### src/design/smsd_pkg.sv
package smsd_pkg;

  localparam int WINDOW_MAX = 256;
  localparam int VALUE_BITS = 16;
  localparam int IDX_BITS   = $clog2(WINDOW_MAX);
  localparam int LEN_BITS   = $clog2(WINDOW_MAX + 1);
  localparam int CFG_BITS   = 9;
  localparam int COUNT_BITS = 24;

  localparam logic [COUNT_BITS-1:0] COUNT_MAX = '1;
  localparam logic [CFG_BITS-1:0]   LEN_RESET = CFG_BITS'(5);

  typedef struct packed {
    logic                  re;
    logic [IDX_BITS-1:0]   raddr;
    logic                  we;
    logic [IDX_BITS-1:0]   waddr;
    logic [VALUE_BITS-1:0] wdata;
  } mem_req_t;

  typedef struct packed {
    logic [VALUE_BITS-1:0] a;
    logic [VALUE_BITS-1:0] b0;
    logic [VALUE_BITS-1:0] b1;
  } cmp_req_t;

  typedef struct packed {
    logic ge;
    logic eq;
  } cmp_rsp_t;

endpackage

### src/design/smsd_ram.sv
module smsd_ram import smsd_pkg::*; (
  input  logic                  clk_i,
  input  mem_req_t              req_i,
  output logic [VALUE_BITS-1:0] rdata_o
);

  logic [VALUE_BITS-1:0] mem_q [WINDOW_MAX];
  logic [VALUE_BITS-1:0] rdata_q;

  always_ff @(posedge clk_i) begin
    if (req_i.we) begin
      mem_q[req_i.waddr] <= req_i.wdata;
    end
    if (req_i.re) begin
      rdata_q <= mem_q[req_i.raddr];
    end
  end

  assign rdata_o = rdata_q;

endmodule

### config.mk
export PLATFORM = sky130hd
export DESIGN_NAME = smsd_ram
export DESIGN_NICKNAME = d
export VERILOG_FILES = /design/src/design/smsd_pkg.sv /design/src/design/smsd_ram.sv
export SDC_FILE = /design/constraint.sdc
export NUM_CORES = 2
export LEC_CHECK = 0
export CAP_MARGIN = 5
export CORE_MARGIN = 4
export CORE_UTILIZATION = 60
export CTS_CLUSTER_DIAMETER = 40
export DETAILED_ROUTE_END_ITERATION = 16
export DONT_BUFFER_PORTS = 1
export PLACE_DENSITY_LB_ADDON = 0.2
export SLEW_MARGIN = 20
export SYNTH_ARGS = -nofsm -noshare
export SYNTH_HDL_FRONTEND = slang
export SYNTH_SLANG_ARGS = --single-unit
### constraint.sdc
create_clock -name clk_i -period 3.25 [get_ports clk_i]
set_input_delay 0.1625 -clock clk_i [delete_from_list [all_inputs] [get_ports clk_i]]
set_output_delay 0.1625 -clock clk_i [all_outputs]
set_load 0.01 [all_outputs]
==> key figures <==
Floorplanning
  • Die area: about 270,000 sq um
  • Chip height: between 500 and 600 um
  • Core Box Area: about 260,000 sq um
  • Site Rows: ~190
  • Starting Density: 60.41%
  • Die width: 522.6 um
  • IO Count: around 50

Logic synthesis
  • Post-synth EDFFs: approximately 4,100
  • Compound-Gate Fraction of Synth Area: around 3.5%
  • Seq/Total Area, Yosys: around 80%
  • Synth Flop Type: edfxtp_1
  • Synth Register Bits: slightly above 4,000
  • Post-Synth Simple-Gate Area: roughly 1.6%
  • Post-synthesis cell count: ~7,400
  • Xor/xnor share of the synthesized area: 0%
  • Adder-cell area share of the yosys netlist: 0%
  • YS warnings: 0
  • Async S/R FF share, synth: 0%
  • Mux cell area share after synthesis: 15.48%
  • Syn_nets: between 7,000 and 8,000
  • Synth cell types: between 50 and 60
  • Synth Area per Inst: about 22 sq um
  • Synthesized area: roughly 160,000 sq um
  • Largest family of logic cells by synthesized area: multiplexers

Min path
  • Worst hold endpoint: mem_q[224][12]
  • Worst Hold Depth: 4
  • Hold Path Class: primary input to flop
  • Hold Startpoint: req_i[22]

Placed design
  • Port bufs: 0
  • Final GP Congestion: between 0.8 and 0.9
  • Dpl cell area: roughly 170,000 sq um
  • Final HPWL DP: 220.7 mm

Detailed routing
  • Number of routed nets with antenna violations: 0
  • DR DRC count: 0
  • Routed vias: 82,190
  • Total Wirelength: about 420 mm
  • Wire length per cell: approximately 35 um
  • 1st-pass router iterations: 6
  • Vias per inst: 6.817
  • Initial drt markers: 12,450

Clocking
  • Sink Count: about 4,100
  • Clock-pin transition on the worst setup and hold timing paths: ~0.060 ns
  • Latest clock arrival within the worst-skew pair: around 0.98 ns
  • CTS H-tree lvls: 5
  • Cts bufs inserted: about 480
  • Clk buf depth: 4
  • CTS tree: yes
  • Clk root buf: clkbuf_16
  • Post CTS Setup Buffer Count: 0

Global routing
  • Largest net degree at the start of global routing: roughly 740
  • First-pass GRT wire length: a little under 600 mm
  • Vias in the first global route: roughly 80,000
  • Grt ovf: 0
  • All-Layer GR Usage: a little under a third
  • Initial antenna violation count: 21

Layout
  • Most frequent cells in the layout: edfxtp_1 (4,112), mux4_2 (797), buf_4 (582)
  • Filler cell count: between 15,000 and 20,000
  • Area growth syn-to-layout: 16.19%
  • Post-route cell area: approximately 180,000 sq um
  • Commonest non-fill, non-tap cell in the layout: edfxtp_1
  • Fraction of layout cells with a size suffix above 1: 28.57%
  • Final nets: between 8,000 and 9,000

Critical path
  • Setup CP Type: primary input to flop
  • Crit end category: flop
  • Worst EP arrival: just under 4 ns
  • Crit path cell chain: buf_16 -> buf_16 -> buf_16 -> mux4_2 -> mux2_2 -> a221oi_1 -> buf_4 -> o31ai_1 -> o32ai_2 -> nor4_1
  • R2R cell count: 5
  • Most used cell, CP: buf_16
  • Slowest cell on crit path: buf_16
  • CP top delay family: buffers and inverters
  • Reg2reg start: mem_q[56][13]
  • Max FO, Critical Path: 130
  • Max incr delay on CP: 0.52 ns
  • Critical path startpoint category: primary input
  • WP buf/inv: 4
  • Critical path required time: between 3 and 4 ns
  • FF-to-FF End: rdata_o[13]
  • R2r setup slk: 0.25 ns

Pwr
  • Leak: 59.75 nW
  • Pwr dens: 642.9 nW/um^2
  • Worst VDD drop: about 0.63 mV
  • Internal power: a little over 90 mW
  • Clock group share of total power: between 40% and 50%
  • Sw Pwr: 25.59 mW
  • Comb pwr share: ~4.7%
  • Tot Pwr: about 120 mW
  • Sequential share of power: roughly half
  • Switching Share: between 20% and 30%

STA
  • Rel. slew slack: 16.82%
  • Max Clk Rate: roughly 310 MHz
  • Slew Limit Fails: 0
  • Layout Skew: around 0.039 ns
  • Setup violations, final: 0
  • Worst-Margin Slew: 1.244 ns
  • Final worst path period share: about 99%
  • Final TNS setup: 0 ns
  • Final Hold Viols: 0
  • Fin crit period: roughly 3.2 ns

Flow run
  • Max_cap viols: 0

Run status
  • Status: finished, final reports clean
## per-stage QoR
step | utilization (%) | instances | hold slack (ns) | worst slack (ns)
global placement | 63.17 | 11050 | 0.2972 | -1.729
finish | 70.19 | 12060 | 0.05658 | 0.04835
CTS | 69.87 | 12010 | 0.005946 | 0.02858
detailed placement | 63.21 | 11050 | 0.2969 | -2.140
global route | 70.18 | 12040 | 0.04478 | -0.006278
floorplan | - | 7360 | 0.2614 | 0.8386
## power by group through the flow
| stage | Clock (mW) | Sequential, mW | Combinational (mW) |
|---|---|---|---|
| 6_report | 54.4 | 58.6 | 5.60 |
| 3_5_place_dp | 0 | 59.7 | 4.12 |
| 4_1_cts | 54.9 | 58.7 | 5.23 |
| 5_1_grt | 57.4 | 58.6 | 5.84 |
| 2_1_floorplan | 0 | 59.7 | 2.88 |
| 3_3_place_gp | 0 | 59.7 | 4.08 |
## sequential cells by signal, indices dropped and copies added (netlist names)
name,flops
mem_q,4096
rdata_o,16
## synth_stat cells (37+ instances only)
master	instances	area, sq um
buf_6	77	867.1
edfxtp_1	4112	123500
o221ai_1	252	2207
nand2_1	38	142.6
mux2_2	88	991.0
nor3_1	92	460.4
mux2i_1	565	5655
mux4_2	797	17950
a22oi_1	43	322.8
nor2_1	304	1141
o21ai_0	37	185.2
a21oi_1	175	875.8
clkbuf_1	230	863.3
buf_2	76	380.4
o22ai_1	148	925.9
## worst max path at each step
stage	from	endpoint	slack [ns]	cells after the start
5_1_grt	req_i[25]	rdata_o[12]	-0.006	13
3_5_place_dp	req_i[25]	rdata_o[11]	-2.14	12
4_1_cts	mem_q[55][6]	rdata_o[6]	0.03	5
3_3_place_gp	req_i[25]	rdata_o[6]	-1.73	9
6_report	req_i[26]	rdata_o[6]	0.05	10
2_1_floorplan	req_i[25]	rdata_o[4]	0.84	8
## kinds of logic after synthesis
| logic type | count (synthesis) |
|---|---|
| simple gates | 556 |
| buf+inv | 456 |
| mux | 1450 |
| flops | 4112 |
| compound gates | 786 |
## what timing repair did
action / in CTS / in global routing
hold endpoints to repair: 5457 / 0
resized for setup: 2 / 2
hold buffers: 57 / 0
endpoints found under the setup margin: 16 / 16
gates cloned: 7 / 7
## cell type report
class / count / area (sq um) / area share, %
Antenna cell: 15 / 37.54 / 0.02033
Multi-Input combinational cell: 2792 / 32960 / 17.85
Inverter: 4 / 27.53 / 0.01491
Sequential cell: 4112 / 123500 / 66.89
Clock buffer: 529 / 12220 / 6.618
Clock inverter: 367 / 4193 / 2.271
Timing Repair Buffer: 723 / 7282 / 3.945
Tap cell: 3515 / 4398 / 2.383
## tightest hold or removal path: stages
cell and delay (ns):
nand3_1 0.06, buf_4 0.30, nor2_1 0.08, buf_4 0.21
## layer usage
metal  routed length, um  global-route usage, %  vias to the layer above
li1                    -                      -                    32930
met1              154800                  44.38                    42840
met4               16780                  10.29                       10
met2              193900                  45.80                     5584
met5                  72                      0                        -
met3               55550                  8.633                      832
Note: power is estimated with default switching activity, not from simulation.
