`src/design/smsd_pkg.sv`:
```
package smsd_pkg;

  localparam int WINDOW_MAX = 256;
  localparam int VALUE_BITS = 16;
  localparam int IDX_BITS   = $clog2(WINDOW_MAX);
  localparam int LEN_BITS   = $clog2(WINDOW_MAX + 1);
  localparam int CFG_BITS   = 9;
  localparam int COUNT_BITS = 24;

  localparam logic [COUNT_BITS-1:0] COUNT_MAX = '1;
  localparam logic [CFG_BITS-1:0]   LEN_RESET = CFG_BITS'(5);

  typedef struct packed {
    logic                  re;
    logic [IDX_BITS-1:0]   raddr;
    logic                  we;
    logic [IDX_BITS-1:0]   waddr;
    logic [VALUE_BITS-1:0] wdata;
  } mem_req_t;

  typedef struct packed {
    logic [VALUE_BITS-1:0] a;
    logic [VALUE_BITS-1:0] b0;
    logic [VALUE_BITS-1:0] b1;
  } cmp_req_t;

  typedef struct packed {
    logic ge;
    logic eq;
  } cmp_rsp_t;

endpackage

```
`src/design/smsd_cmp.sv`:
```
module smsd_cmp import smsd_pkg::*; (
  input  cmp_req_t req_i,
  output cmp_rsp_t rsp_o
);

  logic [VALUE_BITS:0] sum;
  logic [VALUE_BITS:0] lhs;

  assign sum      = {1'b0, req_i.b0} + {1'b0, req_i.b1};
  assign lhs      = {1'b0, req_i.a};
  assign rsp_o.ge = (lhs >= sum);
  assign rsp_o.eq = (lhs == sum);

endmodule

```
`config.mk`:
```
export PLATFORM = sky130hd
export DESIGN_NAME = smsd_cmp
export DESIGN_NICKNAME = d
export VERILOG_FILES = /design/src/design/smsd_pkg.sv /design/src/design/smsd_cmp.sv
export SDC_FILE = /design/constraint.sdc
export NUM_CORES = 1
export LEC_CHECK = 0
export BUFFER_PORTS_ARGS = -buffer_cell sky130_fd_sc_hd__buf_4
export CAP_MARGIN = 20
export CELL_PAD_IN_SITES_DETAIL_PLACEMENT = 2
export CELL_PAD_IN_SITES_GLOBAL_PLACEMENT = 2
export CORE_MARGIN = 2
export CORE_UTILIZATION = 25
export DETAILED_ROUTE_END_ITERATION = 16
export PLACE_DENSITY = 0.87
export RECOVER_POWER = 100
export SYNTH_ARGS = -nofsm -noshare
export SYNTH_HDL_FRONTEND = slang
export SYNTH_SLANG_ARGS = --single-unit
```
`constraint.sdc`:
```
create_clock -name vclk -period 6.1
set_clock_uncertainty 0.2 [all_clocks]
set_input_delay 0.61 -clock vclk [all_inputs]
set_output_delay 0.61 -clock vclk [all_outputs]
set_load 0.005 [all_outputs]
```
==> impl_results.md, run 1 <==
* Sequential cell count at 0
* Worst path top cell family by delay: compound AO/OA/AOI/OAI gates
* CP Capture Type: primary output
* Syn. warnings at 0
* CORE AREA at 4060 um2
* Final setup TNS at 0 ns
* Clock buffers at 0
* Final cell count without fillers at 236
* Slowest stage cell, crit path: fa_1
* Routability cong. at 0.802
* Adder-Cell Fraction of Synth Area at 0.392
* Fin. Hold Viols at 0
* Peak VDD IR at 0.0362 mV
* Total global routing overflow at 0
* Area of the die at 4830 um2
* Final antenna-violating net count at 0
* Pre-CTS worst setup slack at 1.49 ns
* Dpl cell area at 1510 um2
* CTS resizes at 0
* Post-synthesis xor/xnor area fraction at 0.0980
* Die Width at 69.5 um
* Max_cap viols at 0
* Worst Path Required at 5.29 ns
* Synth Area in Compound Gates at 0.335
* # placed instances at 236
* Area delta synth->final at 40.5%
* DRC errors left at 0
* Synth area leaders: ha_1 37%, a21oi_1 7.0%, a21o_1 4.9%
* Ant. Diodes at 0
* Fmax at 217 MHz
* Synth top cells by count: 32 x ha_1, 15 x a21oi_1, 9 x inv_1
* Syn_nets at 218
* Leakage at 0.000763 uW
* Final Cell Area at 1510 um2
* Slew headroom at 0.710
* Number of global-route vias before repair at 1451
* DP HPWL at 3600 um
* CP Class: in -> out
* Outcome: completed
* Drt pass-1 iters at 4
* Die Ht at 69.5 um
* Hold EP: rsp_o[1]
* Pwr dens at 113 nW/um2
* Tmin final at 4.61 ns
* CP startpoint kind: input pin
* Final WS setup at 1.49 ns
* Crit-path max FO at 3
* Setup violations, final at 0
* Main combinational cell family by area after synthesis: adder cells
* First-pass GRT wire length at 6490 um
* Register area at 0 um2
* Worst Path Buf+Inv at 2
* Simple-gate area share of the yosys netlist at 0.131
* Most frequent CP cell: a21oi_1
* Mapped Cells at 137
* Final-stage net count at 269
* Sequential cell area fraction in the yosys report at 0
* Least-Margin Pin Slew at 0.424 ns
* Slowest stage delay, CP at 0.42 ns
* Crit share post-route at 0.756
* Fin. max-slew vios at 0
* Fillers at 495
* Hold path cells at 5
* IO Pins at 50
* WL/cell at 16.2 um
* I/O Buffers at 50
* Initial antenna violation count at 0
* Initial drt markers at 42
* Gr usage total at 0.158
* Layout cell share with drive strength beyond 1 at 0.290
* Routed vias at 1271
* Worst Path Arrival at 3.80 ns
* Post-Synthesis Mean Instance Area at 7.83 um2
* Mux cell area share after synthesis at 0.00933
* Largest net degree at the start of global routing at 9
* Post-Route WL at 3820 um
* Synth area leader: ha_1
* Most frequent cell after synthesis: ha_1
* Hold Crit Start: req_i[31]
* # Post-CTS Setup Buffers at 0
* Initial Util at 0.264
* Site Rows at 23
* Worst hold path type: in -> out
* Netlist cell types at 32
* Via/cell ratio at 5.39
* RSZ-0062 raised after global routing: no
* Cells along the critical path: buf_4, ha_1, fa_1, a21oi_1, o211ai_1, a211oi_1, o31ai_1, a21oi_1, xor2_1, ha_1, a21o_1, nand3_1, a21oi_1, a211oi_1, nand2_1, o21a_1, clkbuf_4
* Synthesized cell area at 1070 um2
* Share of Yosys cell area claimed by the top area cell type at 0.373
* Number of hold buffers added after cts at 0
-- routing by layer --
metal,vias up,part of all wire,track usage
met3,2,0.046,0.0145
met1,606,0.37,0.167
met5,-,0,0
met4,0,0.0039,0.00654
met2,36,0.58,0.342
li1,627,-,-
-- how the worst max path moves through the flow --
stage               cells after the start  slack [ns]        to     start
detailed placement                     17        1.49  rsp_o[1]  req_i[0]
floorplan                              15        2.07  rsp_o[1]  req_i[0]
global placement                       17        1.65  rsp_o[1]  req_i[0]
global route                           17        1.23  rsp_o[1]  req_i[0]
finish                                 17        1.49  rsp_o[1]  req_i[0]
CTS                                    17        1.48  rsp_o[1]  req_i[0]
-- layout make-up --
class	count	area [um2]	area share
multi-input cells	127	1030	0.687
well taps	50	62.6	0.0415
inverters	9	33.8	0.0224
repair buffers	50	375	0.249
-- report_power, final --
group	internal (uW)	switching, uW	total, uW	leakage [uW]
combinational	84.4	86.5	171	0.000763
sequential	0	0	0	0
clock	0	0	0	0
total	84.4	86.5	171	0.000763
-- cell families after synthesis --
logic type,Yosys count
AO/OA/AOI/OAI,52
XOR/XNOR,12
adder cells (fa/ha/maj),33
buffers and inverters,10
multiplexers,1
AND/OR/NAND/NOR,29
-- per-stage QoR --
step | power (uW) | utilization | hold slack (ns)
after floorplan | 110 | - | 1.29
after CTS | 174 | 0.371 | 1.54
after global routing | 193 | 0.371 | 1.57
after detailed placement | 173 | 0.371 | 1.53
final | 171 | 0.371 | 1.54
after global placement | 159 | 0.371 | 1.51
-- cells in the final DEF, fill, tap and decap left out, types with 2 or more instances in the layout --
cell type	count
o21bai_1	2
a21o_1	7
o21a_1	3
ha_1	32
xnor2_1	6
buf_4	48
xor2_1	6
o21ai_0	6
nor2b_1	2
nand4_1	3
inv_1	9
nand3_1	7
a21oi_2	2
nand2_1	5
nor2_1	8
o211ai_1	4
clkbuf_4	2
a21oi_1	15
a211oi_1	4
nor4_1	2
(Power assumes the default switching activity.)
==> run 2: changes to the inputs <==
Settings changed: CORE_UTILIZATION 25 to 24, PLACE_DENSITY 0.87 to 0.88.
Clock period 6.1 ns to 4.07 ns, I/O delays scaled along.
==> run 2 against run 1 <==
Global-route usage decreased by 1.6 points. Combinational power increased by 71%. Via count increased by 0.79%. Worst hold slack got worse by 0.42 ns. Power increased by 71%. Worst setup slack got worse by 1.3 ns. Utilization increased by 0.92 points. First-iteration DRC count decreased by 60%. Non-clock buffer count increased by 7. Die area increased by 3.9%. Sequential share of layout area unchanged. Critical path type unchanged. Largest power group unchanged. Highest routed layer is now met3.
==> impl_results.md, run 2 (synthesized netlist as in run 1, its figures left out) <==
* CORE AREA at 4320 um2
* Leakage at 0.000806 uW
* WL/cell at 15.8 um
* Pwr dens at 177 nW/um2
* Area delta synth->final at 53.4%
* First-pass GRT wire length at 6030 um
* Number of hold buffers added after cts at 0
* Total global routing overflow at 0
* CP Class: in -> out
* Pwr Total at 292 uW
* CP startpoint kind: input pin
* Fin. max-slew vios at 0
* Fmax at 256 MHz
* Final antenna-violating net count at 0
* WL met1 at 1580 um
* Largest net degree at the start of global routing at 9
* IO Pins at 50
* Hold WS at 1.11 ns
* Final-stage net count at 276
* Initial antenna violation count at 0
* # placed instances at 243
* Hold path cells at 5
* Initial Util at 0.248
* Register area at 0 um2
* Routed vias at 1281
* Sequential cell count at 0
* Least-Margin Pin Slew at 0.342 ns
* Ant. Diodes at 0
* Routability cong. at 0.770
* Die Ht at 70.8 um
* Drt pass-1 iters at 4
* Post-Route WL at 3870 um
* Outcome: completed
* Met2 wire length at 2140 um
* Setup violations, final at 0
* Final cell count without fillers at 245
* Met3 wire len at 153 um
* Clock buffers at 0
* Crit-path max FO at 5
* Crit share post-route at 0.961
* Slew headroom at 0.771
* Multi-input gate area at 1110 um2
* DP HPWL at 3300 um
* Peak VDD IR at 0.0618 mV
* Tmin final at 3.91 ns
* Number of global-route vias before repair at 1367
* DRC errors left at 0
* Leading cell type in the layout, fill and taps excluded: buf_4
* Uppermost layer routed: met3
* Most frequent cells in the layout: 54 x buf_4, 30 x ha_1, 13 x a21oi_1
* Gr usage total at 0.142
* CP Capture Type: primary output
* Area of the die at 5020 um2
* Worst Path Arrival at 3.30 ns
* I/O Buffers at 50
* Die Width at 70.8 um
* Worst Path Required at 3.46 ns
* Max_cap viols at 0
* Fin. Hold Viols at 0
* Site Rows at 24
* Fillers at 524
* Layout cell share with drive strength beyond 1 at 0.373
* Via/cell ratio at 5.23
* Initial drt markers at 17
* Worst hold path type: in -> out
run 2: worst paths after layout:
check | startpoint | endpoint
worst max-delay path | req_i[1] | rsp_o[1]
worst min-delay path | req_i[31] | rsp_o[1]
run 2: layer usage:
layer  vias up  track usage
li1        641            -
met1       606        0.175
met2        34        0.287
met3         0      0.00712
met4         0            0
met5         -            0
run 2: stage by stage:
| step | utilization | worst slack, ns | cell area, um2 | setup TNS [ns] |
|---|---|---|---|---|
| after floorplan | - | 0.444 | 1070 | 0 |
| after global placement | 0.358 | 0.0666 | 1550 | 0 |
| after detailed placement | 0.358 | -0.171 | 1550 | -0.179 |
| after CTS | 0.362 | 0.00367 | 1570 | 0 |
| after global routing | 0.380 | -0.0380 | 1650 | -0.0380 |
| final | 0.380 | 0.159 | 1650 | 0 |
run 2: area by class of cell:
| cell class | instances | share of cell area |
|---|---|---|
| Multi-Input combinational cell | 127 | 0.673 |
| Timing Repair Buffer | 57 | 0.267 |
| Tap cell | 52 | 0.0395 |
| Inverter | 9 | 0.0205 |
run 2: repair_timing:
| item | in CTS | in global routing |
|---|---|---|
| endpoints found under the setup margin | 2 | 2 |
| buffers inserted | 0 | 2 |
| resized for setup | 4 | 14 |
| cloned | 0 | 0 |
| pin swaps | 2 | 21 |
run 2: worst max-delay path, stage by stage:
cell       delay, ns
buf_4           0.12
ha_1            0.33
a211oi_2        0.26
o211ai_1        0.15
a21o_1          0.27
a31oi_1         0.27
o21ai_0         0.16
xnor2_1         0.15
ha_1            0.33
nand3_2         0.12
a2111oi_2       0.34
buf_4           0.16
o21a_1          0.15
buf_6           0.10
run 2: where the power goes:
part	internal [uW]	switching (uW)
sequential	0	0
combinational	144	147
clock	0	0
==> run 3: changes to the inputs <==
Settings changed: CORE_MARGIN 2 to 4, GPL_TIMING_DRIVEN set to 0.
==> run 3 against run 2 <==
Sequential share of layout area unchanged. Fmax down 0.27%. Power down 8.2%. First-iteration DRC count up 12%. Critical endpoint unchanged. Largest cell class unchanged. Highest routed layer unchanged.
==> impl_results.md, run 3 (synthesized netlist as in run 1, its figures left out) <==
* Tmin final at 3.92 ns
* Final core occ at 0.362
* Pre-CTS worst setup slack at -0.206 ns
* DP HPWL at 3270 um
* Crit-path max FO at 3
* RSZ-0062 raised after global routing: no
* Least-Margin Pin Slew at 0.411 ns
* Hold path cells at 5
* CP Class: in -> out
* Number of global-route vias before repair at 1305
* Ant. Diodes at 0
* IO Pins at 50
* Leading cell type in the layout, fill and taps excluded: buf_4
* Layout cell share with drive strength beyond 1 at 0.340
* Crit share post-route at 0.964
* Clock buffers at 0
* Initial drt markers at 19
* Gr usage total at 0.127
* Pwr dens at 170 nW/um2
* Worst hold path type: in -> out
* Site Rows at 24
* Fin. Hold Viols at 0
* Final antenna-violating net count at 0
* Final WS setup at 0.148 ns
* Sequential cell count at 0
* Initial antenna violation count at 0
* Drt pass-1 iters at 2
* First-pass GRT wire length at 5770 um
* Peak VDD IR at 0.0525 mV
* CORE AREA at 4350 um2
* Leakage at 0.000774 uW
* Area delta synth->final at 47.1%
* CP startpoint kind: input pin
* Area of the die at 5600 um2
* Outcome: completed
* DRC errors left at 0
* Max_cap viols at 0
* Setup crit start: req_i[0]
* Via/cell ratio at 5.20
* Fin. max-slew vios at 0
* Fmax at 255 MHz
* Most frequent cells in the layout: 51 x buf_4, 31 x ha_1, 13 x a21oi_1
* Die Ht at 74.8 um
* Worst Path Arrival at 3.31 ns
* Register area at 0 um2
* Final-stage net count at 271
* Die Width at 74.8 um
* Initial Util at 0.246
* I/O Buffers at 50
* Pwr Total at 268 uW
* Total global routing overflow at 0
* Hold EP: rsp_o[1]
* Largest net degree at the start of global routing at 9
* Hold Crit Start: req_i[31]
* Post-Route WL at 3580 um
* Worst Path Required at 3.46 ns
* WL/cell at 14.9 um
* Slew headroom at 0.719
* CP Capture Type: primary output
* Routed vias at 1248
* Routability cong. at 0.779
* Setup violations, final at 0
## run 3: cell types whose count changed in the layout (fill, tap and decap cells not counted)
cell       change
a2111oi_0      +1
a2111oi_2      -1
a21oi_2        +1
a21oi_4        -1
a31oi_1        -1
a31oi_2        +1
buf_4          -3
buf_6          -3
clkbuf_1       +1
ha_1           +1
ha_2           -1
nand3_1        +1
nand3_2        -1
## run 3: where the power goes
group	internal, uW	leakage [uW]	total [uW]	switching, uW
Sequential	0	0	0	0
Clock	0	0	0	0
Combinational	134	0.000774	268	134
Total	134	0.000774	268	134
## run 3: area by class of cell
cell class / instances / area (um2)
plain buffers: 1 / 3.75
fillers: 516 / 2780
inverters: 9 / 33.8
multi-input cells: 127 / 1090
well taps: 52 / 65.1
repair buffers: 51 / 383
## run 3: metrics by stage
stage | std cells | hold slack (ns) | setup TNS, ns | instance area, um2
2_1_floorplan | 137 | 0.882 | 0 | 1070
3_3_place_gp | 239 | 1.12 | -0.123 | 1510
3_5_place_dp | 239 | 1.10 | -0.231 | 1510
4_1_cts | 239 | 1.11 | 0 | 1520
5_1_grt | 240 | 1.15 | 0 | 1580
6_report | 240 | 1.11 | 0 | 1580
## run 3: what timing repair did
action | 4_1_cts | 5_1_grt
pin swaps | 2 | 11
setup endpoints to repair | 2 | 2
buffers inserted | 0 | 1
hold buffers | 0 | 0
gates resized for setup | 3 | 8
## run 3: routing by layer
layer  track usage  wire [um]  up-vias
met5             0          0        -
met4             0          0        0
met3       0.00534        203        0
met2         0.253       1940       32
met1         0.157       1440      587
li1              -          -      629
## run 3: how the worst max path moves through the flow
stage | slack, ns | end
2_1_floorplan | 0.44 | rsp_o[1]
3_3_place_gp | -0.12 | rsp_o[1]
3_5_place_dp | -0.21 | rsp_o[1]
4_1_cts | 0.003 | rsp_o[1]
5_1_grt | 0.002 | rsp_o[1]
6_report | 0.15 | rsp_o[1]
## run 3: critical path: stages
cell and delay, ns:
buf_4 0.12, ha_4 0.17, fa_2 0.39, a21oi_4 0.16, o211ai_1 0.17, a211oi_2 0.30, o31ai_1 0.13, a21oi_1 0.16
xor2_1 0.18, ha_1 0.27, a21o_1 0.17, nand3_1 0.09, a21oi_2 0.07, a211oi_2 0.15, nand2_1 0.07, o21a_1 0.18
buf_4 0.13
