File: config.mk
export PLATFORM = sky130hd
export DESIGN_NAME = smsd_ctrl
export DESIGN_NICKNAME = d
export VERILOG_FILES = /design/src/design/smsd_pkg.sv /design/src/design/smsd_ctrl.sv
export SDC_FILE = /design/constraint.sdc
export NUM_CORES = 1
export LEC_CHECK = 0
export ABC_AREA = 1
export BUFFER_PORTS_ARGS = -buffer_cell sky130_fd_sc_hd__buf_2
export CORE_ASPECT_RATIO = 0.6
export CORE_MARGIN = 3
export CORE_UTILIZATION = 55
export CTS_CLUSTER_SIZE = 30
export DETAILED_ROUTE_END_ITERATION = 6
export GPL_TIMING_DRIVEN = 0
export PLACE_DENSITY_LB_ADDON = 0.2
export SYNTH_ARGS = -nofsm -noshare
export SYNTH_HDL_FRONTEND = slang
export SYNTH_SLANG_ARGS = --single-unit
File: constraint.sdc
create_clock -name clk_i -period 4.45 [get_ports clk_i]
set_clock_uncertainty 0.2 [all_clocks]
set_input_delay 1.335 -clock clk_i [delete_from_list [all_inputs] [get_ports clk_i]]
set_output_delay 1.335 -clock clk_i [all_outputs]
set_load 0.005 [all_outputs]
File: src/design/smsd_pkg.sv
package smsd_pkg;

  localparam int WINDOW_MAX = 256;
  localparam int VALUE_BITS = 16;
  localparam int IDX_BITS   = $clog2(WINDOW_MAX);
  localparam int LEN_BITS   = $clog2(WINDOW_MAX + 1);
  localparam int CFG_BITS   = 9;
  localparam int COUNT_BITS = 24;

  localparam logic [COUNT_BITS-1:0] COUNT_MAX = '1;
  localparam logic [CFG_BITS-1:0]   LEN_RESET = CFG_BITS'(5);

  typedef struct packed {
    logic                  re;
    logic [IDX_BITS-1:0]   raddr;
    logic                  we;
    logic [IDX_BITS-1:0]   waddr;
    logic [VALUE_BITS-1:0] wdata;
  } mem_req_t;

  typedef struct packed {
    logic [VALUE_BITS-1:0] a;
    logic [VALUE_BITS-1:0] b0;
    logic [VALUE_BITS-1:0] b1;
  } cmp_req_t;

  typedef struct packed {
    logic ge;
    logic eq;
  } cmp_rsp_t;

endpackage

File: src/design/smsd_ctrl.sv
module smsd_ctrl import smsd_pkg::*; (
  input  logic                  clk_i,
  input  logic                  rst_ni,
  input  logic                  cfg_valid_i,
  output logic                  cfg_ready_o,
  input  logic [CFG_BITS-1:0]   window_len_i,
  input  logic                  in_valid_i,
  output logic                  in_ready_o,
  input  logic [VALUE_BITS-1:0] amount_i,
  input  logic                  start_new_i,
  output logic                  out_valid_o,
  input  logic                  out_ready_i,
  output logic                  notice_o,
  output logic [COUNT_BITS-1:0] notice_count_o,
  output logic                  window_ready_o,
  output mem_req_t              sort_req_o,
  input  logic [VALUE_BITS-1:0] sort_rdata_i,
  output mem_req_t              ring_req_o,
  input  logic [VALUE_BITS-1:0] ring_rdata_i,
  output cmp_req_t              cmp_req_o,
  input  cmp_rsp_t              cmp_rsp_i
);

  typedef enum logic [2:0] {
    ST_IDLE,
    ST_MED_LO,
    ST_MED_HI,
    ST_MED_CMP,
    ST_REMOVE,
    ST_INSERT,
    ST_PLACE,
    ST_FINISH
  } state_e;

  state_e                state_q, state_d;
  logic [CFG_BITS-1:0]   wlen_q, wlen_d;
  logic [LEN_BITS-1:0]   len_q, len_d;
  logic [LEN_BITS-1:0]   fill_q, fill_d;
  logic [IDX_BITS-1:0]   ptr_q, ptr_d;
  logic [COUNT_BITS-1:0] cnt_q, cnt_d;
  logic [VALUE_BITS-1:0] amount_q, amount_d;
  logic                  ready_q, ready_d;
  logic                  notice_q, notice_d;
  logic [VALUE_BITS-1:0] med_lo_q, med_lo_d;
  logic [LEN_BITS-1:0]   pass_k_q, pass_k_d;
  logic [LEN_BITS-1:0]   n_q, n_d;
  logic                  found_q, found_d;
  logic                  placed_q, placed_d;
  logic [VALUE_BITS-1:0] carry_q, carry_d;
  logic                  out_valid_q, out_valid_d;
  logic                  out_notice_q, out_notice_d;
  logic [COUNT_BITS-1:0] out_count_q, out_count_d;
  logic                  out_ready_q, out_ready_d;

  logic [LEN_BITS-1:0]   len_c;
  logic [LEN_BITS-1:0]   fill_s, fill_c;
  logic [IDX_BITS-1:0]   ptr_s, ptr_c;
  logic                  ready_c;
  logic [IDX_BITS-1:0]   half_idx, lo_idx;
  logic [LEN_BITS-1:0]   k_m1, k_m2, ptr_inc;

  always_comb begin
    if (wlen_q == '0) begin
      len_c = LEN_BITS'(1);
    end else if (32'(wlen_q) > 32'(WINDOW_MAX)) begin
      len_c = LEN_BITS'(WINDOW_MAX);
    end else begin
      len_c = LEN_BITS'(wlen_q);
    end
  end

  assign fill_s   = start_new_i ? '0 : fill_q;
  assign ptr_s    = start_new_i ? '0 : ptr_q;
  assign fill_c   = (fill_s > len_c) ? len_c : fill_s;
  assign ptr_c    = (LEN_BITS'(ptr_s) >= len_c) ? '0 : ptr_s;
  assign ready_c  = (fill_c == len_c);
  assign half_idx = IDX_BITS'(len_q >> 1);
  assign lo_idx   = len_q[0] ? half_idx : half_idx - IDX_BITS'(1);
  assign k_m1     = pass_k_q - LEN_BITS'(1);
  assign k_m2     = pass_k_q - LEN_BITS'(2);
  assign ptr_inc  = LEN_BITS'(ptr_q) + LEN_BITS'(1);

  assign cfg_ready_o    = (state_q == ST_IDLE);
  assign in_ready_o     = (state_q == ST_IDLE) && !cfg_valid_i;
  assign out_valid_o    = out_valid_q;
  assign notice_o       = out_notice_q;
  assign notice_count_o = out_count_q;
  assign window_ready_o = out_ready_q;

  always_comb begin
    state_d      = state_q;
    wlen_d       = wlen_q;
    len_d        = len_q;
    fill_d       = fill_q;
    ptr_d        = ptr_q;
    cnt_d        = cnt_q;
    amount_d     = amount_q;
    ready_d      = ready_q;
    notice_d     = notice_q;
    med_lo_d     = med_lo_q;
    pass_k_d     = pass_k_q;
    n_d          = n_q;
    found_d      = found_q;
    placed_d     = placed_q;
    carry_d      = carry_q;
    out_valid_d  = out_valid_q;
    out_notice_d = out_notice_q;
    out_count_d  = out_count_q;
    out_ready_d  = out_ready_q;
    sort_req_o   = '0;
    ring_req_o   = '0;
    cmp_req_o.a  = amount_q;
    cmp_req_o.b0 = sort_rdata_i;
    cmp_req_o.b1 = '0;

    if (out_valid_q && out_ready_i) begin
      out_valid_d = 1'b0;
    end

    unique case (state_q)
      ST_IDLE: begin
        if (cfg_valid_i) begin
          wlen_d = window_len_i;
          fill_d = '0;
          ptr_d  = '0;
        end else if (in_valid_i) begin
          amount_d = amount_i;
          len_d    = len_c;
          fill_d   = fill_c;
          ptr_d    = ptr_c;
          ready_d  = ready_c;
          notice_d = 1'b0;
          pass_k_d = '0;
          found_d  = 1'b0;
          placed_d = 1'b0;
          if (start_new_i) begin
            cnt_d = '0;
          end
          if (ready_c) begin
            state_d = ST_MED_LO;
          end else begin
            n_d     = fill_c;
            state_d = ST_INSERT;
          end
        end
      end
      ST_MED_LO: begin
        sort_req_o.re    = 1'b1;
        sort_req_o.raddr = lo_idx;
        ring_req_o.re    = 1'b1;
        ring_req_o.raddr = ptr_q;
        state_d          = ST_MED_HI;
      end
      ST_MED_HI: begin
        sort_req_o.re    = 1'b1;
        sort_req_o.raddr = half_idx;
        med_lo_d         = sort_rdata_i;
        state_d          = ST_MED_CMP;
      end
      ST_MED_CMP: begin
        cmp_req_o.b1 = med_lo_q;
        notice_d     = cmp_rsp_i.ge;
        if (cmp_rsp_i.ge && (cnt_q != COUNT_MAX)) begin
          cnt_d = cnt_q + COUNT_BITS'(1);
        end
        n_d     = len_q;
        state_d = ST_REMOVE;
      end
      ST_REMOVE: begin
        cmp_req_o.a      = ring_rdata_i;
        sort_req_o.re    = (pass_k_q < n_q);
        sort_req_o.raddr = pass_k_q[IDX_BITS-1:0];
        if (pass_k_q != '0) begin
          if (found_q) begin
            sort_req_o.we    = 1'b1;
            sort_req_o.waddr = k_m2[IDX_BITS-1:0];
            sort_req_o.wdata = sort_rdata_i;
          end else if (cmp_rsp_i.eq) begin
            found_d = 1'b1;
          end
        end
        if (pass_k_q == n_q) begin
          pass_k_d = '0;
          n_d      = len_q - LEN_BITS'(1);
          state_d  = ST_INSERT;
        end else begin
          pass_k_d = pass_k_q + LEN_BITS'(1);
        end
      end
      ST_INSERT: begin
        cmp_req_o.a      = sort_rdata_i;
        cmp_req_o.b0     = amount_q;
        sort_req_o.re    = (pass_k_q < n_q);
        sort_req_o.raddr = pass_k_q[IDX_BITS-1:0];
        if (pass_k_q != '0) begin
          if (!placed_q) begin
            if (cmp_rsp_i.ge) begin
              sort_req_o.we    = 1'b1;
              sort_req_o.waddr = k_m1[IDX_BITS-1:0];
              sort_req_o.wdata = amount_q;
              carry_d          = sort_rdata_i;
              placed_d         = 1'b1;
            end
          end else begin
            sort_req_o.we    = 1'b1;
            sort_req_o.waddr = k_m1[IDX_BITS-1:0];
            sort_req_o.wdata = carry_q;
            carry_d          = sort_rdata_i;
          end
        end
        if (pass_k_q == n_q) begin
          state_d = ST_PLACE;
        end else begin
          pass_k_d = pass_k_q + LEN_BITS'(1);
        end
      end
      ST_PLACE: begin
        sort_req_o.we    = 1'b1;
        sort_req_o.waddr = n_q[IDX_BITS-1:0];
        sort_req_o.wdata = placed_q ? carry_q : amount_q;
        ring_req_o.we    = 1'b1;
        ring_req_o.waddr = ptr_q;
        ring_req_o.wdata = amount_q;
        ptr_d            = (ptr_inc >= len_q) ? '0 : ptr_inc[IDX_BITS-1:0];
        if (!ready_q) begin
          fill_d = fill_q + LEN_BITS'(1);
        end
        state_d = ST_FINISH;
      end
      ST_FINISH: begin
        if (!out_valid_q || out_ready_i) begin
          out_valid_d  = 1'b1;
          out_notice_d = notice_q;
          out_count_d  = cnt_q;
          out_ready_d  = ready_q;
          state_d      = ST_IDLE;
        end
      end
      default: begin
        state_d = ST_IDLE;
      end
    endcase
  end

  always_ff @(posedge clk_i or negedge rst_ni) begin
    if (!rst_ni) begin
      state_q      <= ST_IDLE;
      wlen_q       <= LEN_RESET;
      len_q        <= '0;
      fill_q       <= '0;
      ptr_q        <= '0;
      cnt_q        <= '0;
      amount_q     <= '0;
      ready_q      <= 1'b0;
      notice_q     <= 1'b0;
      med_lo_q     <= '0;
      pass_k_q     <= '0;
      n_q          <= '0;
      found_q      <= 1'b0;
      placed_q     <= 1'b0;
      carry_q      <= '0;
      out_valid_q  <= 1'b0;
      out_notice_q <= 1'b0;
      out_count_q  <= '0;
      out_ready_q  <= 1'b0;
    end else begin
      state_q      <= state_d;
      wlen_q       <= wlen_d;
      len_q        <= len_d;
      fill_q       <= fill_d;
      ptr_q        <= ptr_d;
      cnt_q        <= cnt_d;
      amount_q     <= amount_d;
      ready_q      <= ready_d;
      notice_q     <= notice_d;
      med_lo_q     <= med_lo_d;
      pass_k_q     <= pass_k_d;
      n_q          <= n_d;
      found_q      <= found_d;
      placed_q     <= placed_d;
      carry_q      <= carry_d;
      out_valid_q  <= out_valid_d;
      out_notice_q <= out_notice_d;
      out_count_q  <= out_count_d;
      out_ready_q  <= out_ready_d;
    end
  end

endmodule

==> results.json <==
{
  "p_comb_share_pct": 56.6,
  "antennaDiodeCount": 0,
  "placedCellCount": 1900,
  "drc": 3,
  "die_w_um": 183.9,
  "timing.setup.critical_path_class": "reg -> out",
  "switching_share_pct": 48.49,
  "layoutNonFillerInstCount": 1939,
  "yosys.cell_types.count": 52,
  "synth-edff-count": 0,
  "tcrit_tclk_final_pct": 97.50,
  "power.switching_mw": 4.370,
  "cts_hold_buf": 0,
  "stdcell_area_um2": 12560,
  "wire_length_of_the_first_global_routing_pass_mm": 58.07,
  "detail-route-antenna-nets": 0,
  "drv.max_cap_violation_count": 0,
  "relative_contribution_of_the_clock_network_to_total_power_pct": 18.3,
  "wire_per_inst_um": 19.22,
  "clkSlewWorstSetupHoldPaths_ps": 70,
  "timing.critical_path.required_ps": 2910,
  "hold_viol": 0,
  "number_of_global_route_vias_before_repair": 10352,
  "clock_tree_sinks": 159,
  "synthesized_nets": 1562,
  "power.sequential.fraction_pct": 25.1,
  "antenna_violations_before_repair": 0,
  "die_height_um": 112.7,
  "synth.yosys.warnings": 0,
  "max_h_tree_level": 4,
  "setup.worst_path.end_class": "output port",
  "io_pins": 210,
  "worst_skew_pair.late_latency_ps": 440,
  "dominant_synthesized_flop_cell": "dfrtp_1",
  "tritoncts": "built",
  "cpLargestDelayFamily": "buffers and inverters",
  "ys_ff_latch": 159,
  "power_report.internal_total_mw": 4.643,
  "routed_wirelength_mm": 37.28,
  "endpoint_arrival_time_on_the_critical_path_ps": 2800,
  "mostFrequentLayoutCell": "nand2_1",
  "vdd_ir_drop_max_uv": 415.6,
  "yosys.area.top_type": "dfrtp_1",
  "final_cell_mix": "nand2_1, buf_2, inv_1",
  "grt_start_max_net_pins": 90,
  "drt_iter0_markers": 1365,
  "p_per_area_nw_per_um2": 717.6,
  "rsz0062_at_grt": "false",
  "final_nets": 1797,
  "hpwlAfterDp_mm": 28.98,
  "placed_area_um2": 11820,
  "power.leakage_nw": 6.324,
  "groute.usage.overall_pct": 36.12,
  "gr-total-overflow": 0,
  "max_slew.worst_pin.slew_ps": 983.0,
  "cts-buffers-inserted": 17,
  "fp.dieArea_um2": 20730,
  "syn_to_final_growth_pct": 20.26,
  "timing.hold.worst.class": "reg -> reg",
  "timing.max_slew.rel_slack_pct": 33.43,
  "crit_path_cell_trace": "inv_4 -> ha_1 -> nand2_1 -> nor2_2 -> inv_1 -> nor4_4 -> buf_4 -> nor2_2 -> o21ai_2 -> inv_2 -> nor2_4 -> buf_6 -> o22ai_1 -> buf_2",
  "startpoint_type": "flop",
  "maximum_clock_insertion_buffer_count": 2,
  "cp_max_fo": 10,
  "violations_in_the_final_reports": "design-rule violations",
  "initial_core_util_pct": 56.91,
  "synth_async_sr_flop_share_pct": 100.0,
  "synthCells": 1451,
  "vias": 11275,
  "setup_viol_count_final": 0,
  "critPathMostFrequentCell": "nor2_2",
  "top_cells_by_area_synth": "dfrtp_1, nand2_1, o21ai_0",
  "highest_clock_rate_mhz": 230.5,
  "yosysTopAreaCellShare_pct": 37.62,
  "worst_path_max_delay_cell": "dfrtp_2",
  "num_rows": 38,
  "core_um2": 18350,
  "synth.yosys.seq_area_share_pct": 38.12,
  "overall_power_consumption_mw": 9.013,
  "cts_root_buf": "clkbuf_16",
  "route.detailed.vias_per_inst": 5.815,
  "final_max_slew_viol_count": 0,
  "portBuffers": 208,
  "routability_congestion_estimate": 1.009,
  "first_pass_iters": 7,
  "syn_avg_cell_area_um2": 7.198,
  "cpPeakStageDelay_ps": 470,
  "critical_path_buf_inv_count": 6,
  "post-route-min-period_ps": 4339,
  "post_synth_instance_area_um2": 10440,
  "run_status": "finished with violations",
  "finalSetupTns_ps": 0,
  "drive_above_1_share_pct": 18.89
}
==> synthesized netlist by cell type, types with 3 or more instances <==
cell,n
nand2_1,343
nand4_1,23
buf_2,5
nor2_1,157
o211ai_1,5
nor3_2,3
nor3_1,19
nand2_2,4
clkbuf_1,37
inv_1,191
buf_4,7
o31ai_1,7
nor2_4,5
inv_2,13
o21ai_0,162
nand3_2,4
nor2_2,6
xor2_1,28
a31oi_1,11
a21oi_1,44
mux2_2,3
o221ai_1,34
buf_1,6
dfrtp_1,157
o22ai_1,22
ha_1,46
o21ai_1,15
nand3_1,56
nand3b_1,5
nor4_1,6
==> per-layer routing <==
layer	global-route usage, %	share of wire [%]
met1	56.47	46
met2	47.57	38
met3	12.66	14
met4	7.901	1.6
met5	0	0
==> layout make-up <==
class / instances / area (um^2)
clock inverter: 13 / 211.5
fill: 1650 / 5793
sequential: 159 / 3984
inverter: 205 / 777.0
timing repair buffer: 218 / 1146
multi-input combinational: 1030 / 5440
tap: 240 / 300.3
clock buffer: 19 / 442.9
buffer: 55 / 257.7
==> logic make-up (layout without fill, tap and decap cells) <==
family | count (synthesis) | after routing | share of synthesized area, %
AND/OR/NAND/NOR | 639 | 639 | 26.19
buffers and inverters | 262 | 510 | 9.920
XOR/XNOR | 29 | 29 | 2.432
AO/OA/AOI/OAI | 313 | 313 | 17.50
adder cells (fa/ha/maj) | 46 | 46 | 5.511
flip-flops | 159 | 159 | 38.12
multiplexers | 3 | 3 | 0.3234
==> state kept, by name (all words and copies together), names as in the netlist, 3 cells and up <==
register	flops
cnt_q	24
notice_count_o	24
amount_q	16
carry_q	16
med_lo_q	16
fill_q	9
len_q	9
n_q	9
pass_k_q	9
wlen_q	9
ptr_q	8
state_q	3
==> tightest hold or removal path, stage by stage (launching register included) <==
cell,delay (ps)
dfrtp_1,340
nand2_1,50
o21ai_0,60
==> power groups by stage <==
stage	clock [mW]	combinational, mW	sequential (mW)
after global placement	0	4.76	2.25
after CTS	1.66	4.89	2.25
after floorplan	0	3.19	2.18
final	1.65	5.10	2.26
after detailed placement	0	4.85	2.26
after global routing	1.72	5.63	2.32
==> stage by stage <==
| step | setup slack [ps] | hold slack (ps) | util, % |
|---|---|---|---|
| after floorplan | 601.4 | 241.9 | - |
| after global placement | -610.4 | 256.9 | 64.21 |
| after detailed placement | -152.5 | 262.2 | 64.42 |
| after CTS | 24.57 | 278.1 | 68.05 |
| after global routing | 6.654 | 302.9 | 68.43 |
| final | 111.4 | 276.4 | 68.43 |
==> worst paths after layout <==
| path | start | depth (start not counted) | to | slack [ps] |
|---|---|---|---|---|
| setup / recovery | pass_k_q[0]$_DFFE_PN0P_ | 14 | sort_req_o[7] | 110 |
| hold / removal | notice_count_o[22]$_DFFE_PN0P_ | 2 | notice_count_o[22]$_DFFE_PN0P_ | 280 |
| setup reg to reg | wlen_q[2]$_DFFE_PN1P_ | 20 | n_q[7]$_DFFE_PN0P_ | 540 |
| hold reg to reg | notice_count_o[22]$_DFFE_PN0P_ | 2 | notice_count_o[22]$_DFFE_PN0P_ | 280 |
| max in group asynchronous | rst_ni | 2 | wlen_q[2]$_DFFE_PN1P_ | 2550 |
| min in group asynchronous | rst_ni | 1 | pass_k_q[2]$_DFFE_PN0P_ | 640 |
==> what timing repair did <==
item	CTS	global route
pin swaps	1	1
endpoints found under the setup margin	22	23
gates resized for setup	3	7
buffers inserted	1	8
(Power assumes the default switching activity.)
